### src/vlrf_pkg.sv
// ----------------------------------------------------------------------------
// vlrf_pkg
// Shared types and constants of the variable-length record ring FIFO.
// ----------------------------------------------------------------------------
package vlrf_pkg;

  localparam int LEN_W      = 12;   // record length field
  localparam int BYTES_W    = 13;   // held byte count
  localparam int COUNT_W    = 11;   // held record count
  localparam int STATUS_W   = 3;
  localparam int CFG_SIZE_W = 13;   // ring_size register
  localparam int APB_DW     = 32;
  localparam int APB_AW     = 3;
  localparam int HDR_BYTES  = 4;
  localparam int STEP_W     = $clog2(HDR_BYTES);
  localparam int HDR_W      = 8 * HDR_BYTES;

  localparam logic [CFG_SIZE_W-1:0] RING_SIZE_RST = 13'd4096;
  localparam logic [CFG_SIZE_W-1:0] RING_SIZE_MIN = 13'd8;

  // register index, taken from the word address bit of paddr
  localparam logic REG_RING_SIZE = 1'b0;

  typedef enum logic [STATUS_W-1:0] {
    STS_OK      = 3'd0,
    STS_FULL    = 3'd1,
    STS_EMPTY   = 3'd2,
    STS_NO_OPEN = 3'd3,
    STS_CORRUPT = 3'd4
  } status_t;

  typedef enum logic {
    OP_PUSH = 1'b0,
    OP_POP  = 1'b1
  } op_t;

  typedef enum logic [3:0] {
    S_IDLE,
    S_DECIDE,
    S_HDR_WR,
    S_DATA_WR,
    S_HDR_RD,
    S_HDR_CHK,
    S_DATA_RD,
    S_DATA_OUT,
    S_FINISH
  } state_t;

  // controller to datapath
  typedef struct packed {
    logic    load_item;  // latch the accepted item, clear the result
    logic    open_push;  // restart the pending tail at the write pointer
    logic    wr_hdr;     // write one header byte at the pending tail
    logic    wr_data;    // write the data byte at the pending tail
    logic    commit;     // make the pending record visible
    logic    hdr_rd;     // read one header byte of the oldest record
    logic    pop_open;   // consume the header, start reading the record
    logic    data_rd;    // read one data byte at the read pointer
    logic    data_take;  // hand the read byte to the result
    logic    clear;      // drop all records
    logic    set_status;
    status_t status;
    logic    out_load;   // move the result to the output register
  } dp_cmd_t;

  // datapath to controller
  typedef struct packed {
    logic op_pop;
    logic start;
    logic fits;
    logic len_zero;
    logic push_rem_zero;
    logic push_last;
    logic pop_rem_zero;
    logic count_zero;
    logic used_lt4;
    logic step_last;
    logic hdr_bad;
    logic hdr_len_zero;
  } dp_stat_t;

endpackage

### src/vlrf_ctrl.sv
// ----------------------------------------------------------------------------
// vlrf_ctrl
// Sequencer: steps the datapath through one item and owns both handshakes.
// ----------------------------------------------------------------------------
module vlrf_ctrl
  import vlrf_pkg::*;
(
  input  logic     clk,
  input  logic     rst_n,
  input  logic     in_valid,
  output logic     in_ready,
  output logic     out_valid,
  input  logic     out_ready,
  input  dp_stat_t st,
  output dp_cmd_t  cmd
);

  state_t state_r, state_nxt;
  logic   out_valid_r, out_valid_nxt;
  logic   out_free;

  assign out_free  = !out_valid_r || out_ready;
  assign in_ready  = (state_r == S_IDLE);
  assign out_valid = out_valid_r;

  always_comb begin
    state_nxt = state_r;
    unique case (state_r)
      S_IDLE: begin
        if (in_valid) state_nxt = S_DECIDE;
      end
      S_DECIDE: begin
        if (!st.op_pop) begin
          if (st.start) state_nxt = st.fits ? S_HDR_WR : S_FINISH;
          else          state_nxt = st.push_rem_zero ? S_FINISH : S_DATA_WR;
        end else if (!st.pop_rem_zero) begin
          state_nxt = S_DATA_RD;
        end else if (st.count_zero || st.used_lt4) begin
          state_nxt = S_FINISH;
        end else begin
          state_nxt = S_HDR_RD;
        end
      end
      S_HDR_WR: begin
        if (st.step_last) state_nxt = st.len_zero ? S_FINISH : S_DATA_WR;
      end
      S_DATA_WR: state_nxt = S_FINISH;
      S_HDR_RD: begin
        if (st.step_last) state_nxt = S_HDR_CHK;
      end
      S_HDR_CHK: begin
        state_nxt = (st.hdr_bad || st.hdr_len_zero) ? S_FINISH : S_DATA_RD;
      end
      S_DATA_RD:  state_nxt = S_DATA_OUT;
      S_DATA_OUT: state_nxt = S_FINISH;
      S_FINISH: begin
        if (out_free) state_nxt = S_IDLE;
      end
      default: state_nxt = S_IDLE;
    endcase
  end

  always_comb begin
    cmd        = '0;
    cmd.status = STS_OK;
    unique case (state_r)
      S_IDLE: cmd.load_item = in_valid;
      S_DECIDE: begin
        if (!st.op_pop) begin
          if (st.start) begin
            cmd.open_push = 1'b1;
            if (!st.fits) begin
              cmd.set_status = 1'b1;
              cmd.status     = STS_FULL;
            end
          end else if (st.push_rem_zero) begin
            cmd.set_status = 1'b1;
            cmd.status     = STS_NO_OPEN;
          end
        end else if (st.pop_rem_zero) begin
          if (st.count_zero) begin
            cmd.set_status = 1'b1;
            cmd.status     = STS_EMPTY;
          end else if (st.used_lt4) begin
            cmd.clear      = 1'b1;
            cmd.set_status = 1'b1;
            cmd.status     = STS_CORRUPT;
          end
        end
      end
      S_HDR_WR: begin
        cmd.wr_hdr = 1'b1;
        cmd.commit = st.step_last && st.len_zero;
      end
      S_DATA_WR: begin
        cmd.wr_data = 1'b1;
        cmd.commit  = st.push_last;
      end
      S_HDR_RD: cmd.hdr_rd = 1'b1;
      S_HDR_CHK: begin
        if (st.hdr_bad) begin
          cmd.clear      = 1'b1;
          cmd.set_status = 1'b1;
          cmd.status     = STS_CORRUPT;
        end else begin
          cmd.pop_open = 1'b1;
        end
      end
      S_DATA_RD:  cmd.data_rd   = 1'b1;
      S_DATA_OUT: cmd.data_take = 1'b1;
      S_FINISH:   cmd.out_load  = out_free;
      default: ;
    endcase
  end

  always_comb begin
    out_valid_nxt = out_valid_r;
    if (cmd.out_load)    out_valid_nxt = 1'b1;
    else if (out_ready)  out_valid_nxt = 1'b0;
  end

  always_ff @(posedge clk) begin
    if (!rst_n) begin
      state_r     <= S_IDLE;
      out_valid_r <= 1'b0;
    end else begin
      state_r     <= state_nxt;
      out_valid_r <= out_valid_nxt;
    end
  end

endmodule

### config.mk
export PLATFORM = sky130hd
export DESIGN_NAME = vlrf_ctrl
export DESIGN_NICKNAME = d
export VERILOG_FILES = /design/src/vlrf_pkg.sv /design/src/vlrf_ctrl.sv
export SDC_FILE = /design/constraint.sdc
export NUM_CORES = 1
export LEC_CHECK = 0
export BUFFER_PORTS_ARGS = -buffer_cell sky130_fd_sc_hd__buf_2
export CAP_MARGIN = 20
export CORE_MARGIN = 2
export CORE_UTILIZATION = 35
export DETAILED_ROUTE_END_ITERATION = 7
export HOLD_SLACK_MARGIN = 0.12
export PLACE_DENSITY = 0.74
export SYNTH_ARGS = -nofsm -noshare
export SYNTH_HDL_FRONTEND = slang
export SYNTH_SLANG_ARGS = --single-unit
### constraint.sdc
create_clock -name clk -period 3.86 [get_ports clk]
set_clock_uncertainty 0.15 [all_clocks]
set_input_delay 0.193 -clock clk [delete_from_list [all_inputs] [get_ports clk]]
set_output_delay 0.193 -clock clk [all_outputs]
set_load 0.05 [all_outputs]
## Word level (Yosys, flattened, before mapping)

Index checks and enable logic that the tools add are counted.

| storage, ports and cells | value |
|---|---|
| register bits after elaboration | 5 |

| cells by class | value |
|---|---|
| multiplexer cells | 39 |
| reductions and logical operators | 9 |
| equality and inequality tests | 12 |

Operators with widths:

| operator | count |
|---|---|
| 4-bit 2-to-1 mux | 17 |
| 4-bit case mux with 8 select lines | 1 |
| 4-bit by 3-bit == test with 1-bit output, second input constant | 4 |
| 1-bit 2-to-1 mux | 16 |
| 5-bit 2-to-1 mux | 3 |
| 5-bit case mux with 2 select lines | 1 |
| 4-bit by 2-bit == test with 1-bit output, second input constant | 2 |
| 2-bit inequality test, second input constant | 4 |
| 4-bit by 1-bit == test with 1-bit output, second input constant | 1 |
| 4-bit == test, second input constant | 1 |
| 4-bit zero test | 1 |
| 4-bit AND reduction | 1 |
| 1-bit logical OR | 3 |
| 1-bit case mux with 2 select lines | 1 |
| 2-bit nonzero test | 1 |
| 2-bit OR reduction | 1 |
| 1-bit logical AND | 1 |
| 1-bit zero test | 1 |

## Depth between registers and ports, before layout

| depth | value |
|---|---|
| depth after elaboration | 5 |
| gate-level depth with buffers | 5 |

## Least setup slack after synthesis

No wires, ideal clock.

| timing | value |
|---|---|
| path type | register -> output |
| from | register state_r[2] |
| to | output cmd[14] in the netlist's numbering |
| cell stages (with the launch flop) | 4 |
| path buffers | 1 |
| path slack | 0.872 ns |
| arrival time | 2.645 ns |
| data required time | 3.517 ns |
| path through | dfxtp_1 -> buf_2 -> nor4_1 -> and2_1 |

RTL lines:

| element | RTL line | text |
|---|---|---|
| start: declaration | vlrf_ctrl.sv:18 | `state_t state_r, state_nxt;` |
| start signal: assignment | vlrf_ctrl.sv:127 | `state_r <= state_nxt;` |
| end: declaration | vlrf_ctrl.sv:15 | `output dp_cmd_t cmd` |

==> metrics.md <==
| Metric | Value |
|---|---|
| Die Y | `approximately 43 µm` |
| Leak | `between 0.3 and 0.4 nW` |
| Crit end category | `output pin` |
| Longest Clk Path Bufs | `2` |
| Critical Path RT | `about 3500 ps` |
| Minimum clock period | `about 2300 ps` |
| Final worst-path cycle share | `58.7%` |
| Status | `finished clean` |
| Post-route setup TNS | `0 ps` |
| Warnings from Yosys | `0` |
| Total GRT Usage | `15.3%` |
| Sequential power share | `between 20% and 30%` |
| ANT cells | `0` |
| Mapped Nets | `about 90` |
| Synthesized instance count | `76` |
| Vias | `654` |
| Clock power frac | `slightly below 20%` |
| Fillers | `170` |
| Starting Density | `between 30% and 40%` |
| Largest net degree at the start of global routing | `16` |
| Die width | `43.4 µm` |
| Antenna violations before repair | `0` |
| Critical Path AT | `roughly 1900 ps` |
| Htree depth | `1` |
| Routed vias/inst | `between 5 and 6` |
| CP Max Fanout | `15` |
| Yosys cell types | `33` |
| Slew @ Worst Pin | `455 ps` |
| Cts repair resizes | `0` |
| First-pass GRT wire length | `~2300 µm` |
| Max-slew violations | `0` |
| I/O pin cnt | `33` |
| Final setup violation count | `0` |
| Comb pwr share | `55.0%` |
| Sw frac | `48.0%` |
| Cts hold-fix bufs | `2` |
| Area taken by multi-input logic gates | `slightly above 400 µm²` |
| DIE AREA | `0.00188 mm²` |
| Routed len/inst | `around 11 µm` |
| RSZ-0062 raised after global routing | `false` |
| Drt initial violations | `13` |
| Post-DP HPWL | `1040 µm` |
| DRT antenna net count | `0` |
| DR pass1 iterations | `3` |
| Hold Vio Cnt, Final | `0` |
| Num rows | `14` |
| R2R cell count | `4` |
| Hold-critical path depth | `3` |
| Cell area after synthesis | `between 500 and 600 µm²` |
| Max-Cap Viols | `0` |
| Storage element area | `100 µm²` |
| Layout cells sized above 1 | `a little over a third` |
| Routed wire length | `about 1300 µm` |
| Leading cell types in the layout, fill and taps excluded | `buf_2, nor2_1, nand2_1, nor3_1, dfxtp_1` |
| Total setup buffers inserted after CTS | `0` |
| Crit Path Category | `flip-flop to output pin` |
| Slew headroom | `between 60% and 70%` |
| Seq/Total Area, Yosys | `~18%` |
| Gr ovfl total | `0` |
| Peak supply drop | `between 0.2 and 0.25 mV` |
| Placer Congestion | `0.734` |
| Total internal power | `roughly 0.16 mW` |
| FF+latch count, synth | `5` |
| DRC Markers | `0` |
| Clk sinks | `5` |
| Sw power | `~0.14 mW` |
| CP Launch Type | `flip-flop` |
| Achievable frequency | `around 440 MHz` |
| Overall power | `about 0.3 mW` |
| Clk root buf | `clkbuf_4` |
| HP Class | `primary input to flip-flop` |
| Most common cell after layout, fill and taps aside | `buf_2` |
| R2R setup slack | `2060 ps` |
| Layout area overhead | `35.5%` |
| Clock Latency Late Sink | `around 230 ps` |
| Vias in the first global route | `about 560` |
| Num CTS Buffers | `3` |
| Layout Nets | `roughly 130` |
| Core area | `~0.0015 mm²` |
| Mean Syn Cell Area | `7.15 µm²` |
| Port-buffer cells | `32` |
| Power per cell area | `408 mW/mm²` |
| Clk slew on worst S/H paths | `40 ps` |
| CTS tree | `built` |
==> worst max-delay path, cell delays in order (launching register included) <==
cell and delay (ps):
dfxtp_1 580, or3b_4 460, nand2b_4 170, nor3b_1 180
buf_2 290
==> registers in the layout, summed over array words and instances (netlist names) <==
signal     flops
out_valid      1
state_r        4
==> power groups by stage <==
stage / Combinational (mW) / Clock, mW / Sequential [mW]
final: 0.165 / 0.0579 / 0.0773
after global placement: 0.162 / 0 / 0.0777
after global routing: 0.177 / 0.0656 / 0.0805
after detailed placement: 0.164 / 0 / 0.0785
after CTS: 0.166 / 0.0607 / 0.0773
after floorplan: 0.141 / 0 / 0.0674
==> final cells by class <==
class / count / area share, %
inverters: 1 / 0.510
repair buffers: 34 / 24.5
clock buffers: 4 / 3.57
multi-input cells: 64 / 55.1
well taps: 16 / 2.72
flip-flops and latches: 5 / 13.6
==> through the flow <==
| step | hold WS [ps] | setup WS [ps] | utilization (%) | instances | area (µm²) |
|---|---|---|---|---|---|
| global route | 182 | 1490 | 50.0 | 124 | 736 |
| finish | 174 | 1600 | 50.0 | 124 | 736 |
| CTS | 163 | 1580 | 50.0 | 124 | 736 |
| floorplan | 160 | 872 | - | 76 | 543 |
| detailed placement | 311 | 1820 | 46.9 | 118 | 689 |
| global placement | 309 | 1880 | 46.9 | 118 | 689 |
==> path summary, 6_finish.rpt <==
kind                                  from          to
worst max-delay path            state_r[0]     cmd[13]
worst min-delay path                 st[8]  state_r[3]
worst max register to register  state_r[0]  state_r[0]
worst min register to register   out_valid   out_valid
==> logic make-up after synthesis <==
group	Yosys count	synth area share, %
AOI/OAI and AO/OA	19	25.1
DFF	5	18.4
and+or+nand+nor	42	44.0
buffers and inverters	7	6.91
muxes	3	5.53
==> cell usage after synthesis, drive strengths merged <==
library cell | n | area (µm²)
a311o | 1 | 10.0
o21a | 1 | 7.51
dfxtp | 5 | 100
nand2b | 5 | 38.8
a31oi | 3 | 18.8
or3b | 1 | 11.3
nor2 | 12 | 45.0
nor4b | 1 | 8.76
nor2b | 2 | 12.5
nor3b | 2 | 15.0
nor3 | 5 | 25.0
o2bb2ai | 1 | 8.76
buf | 5 | 30.0
inv | 1 | 3.75
a211oi | 1 | 7.51
mux2i | 3 | 30.0
a21oi | 4 | 20.0
a21boi | 1 | 7.51
and2 | 3 | 18.8
nor4 | 2 | 12.5
or3 | 1 | 6.26
or4b | 2 | 20.0
o31ai | 1 | 7.51
and3 | 1 | 6.26
nand2 | 5 | 18.8
o41ai | 1 | 16.3
clkbuf | 1 | 3.75
o211ai | 1 | 7.51
o311a | 1 | 10.0
o21ai | 3 | 15.0
==> routing by layer <==
layer,routed length (µm),vias to the layer above,track usage [%]
met3,97,0,2.92
met2,602,26,24.8
met5,0,-,0
li1,-,346,-
met4,0,0,3.64
met1,611,282,21.0
Power figures use the tool's default switching activity.
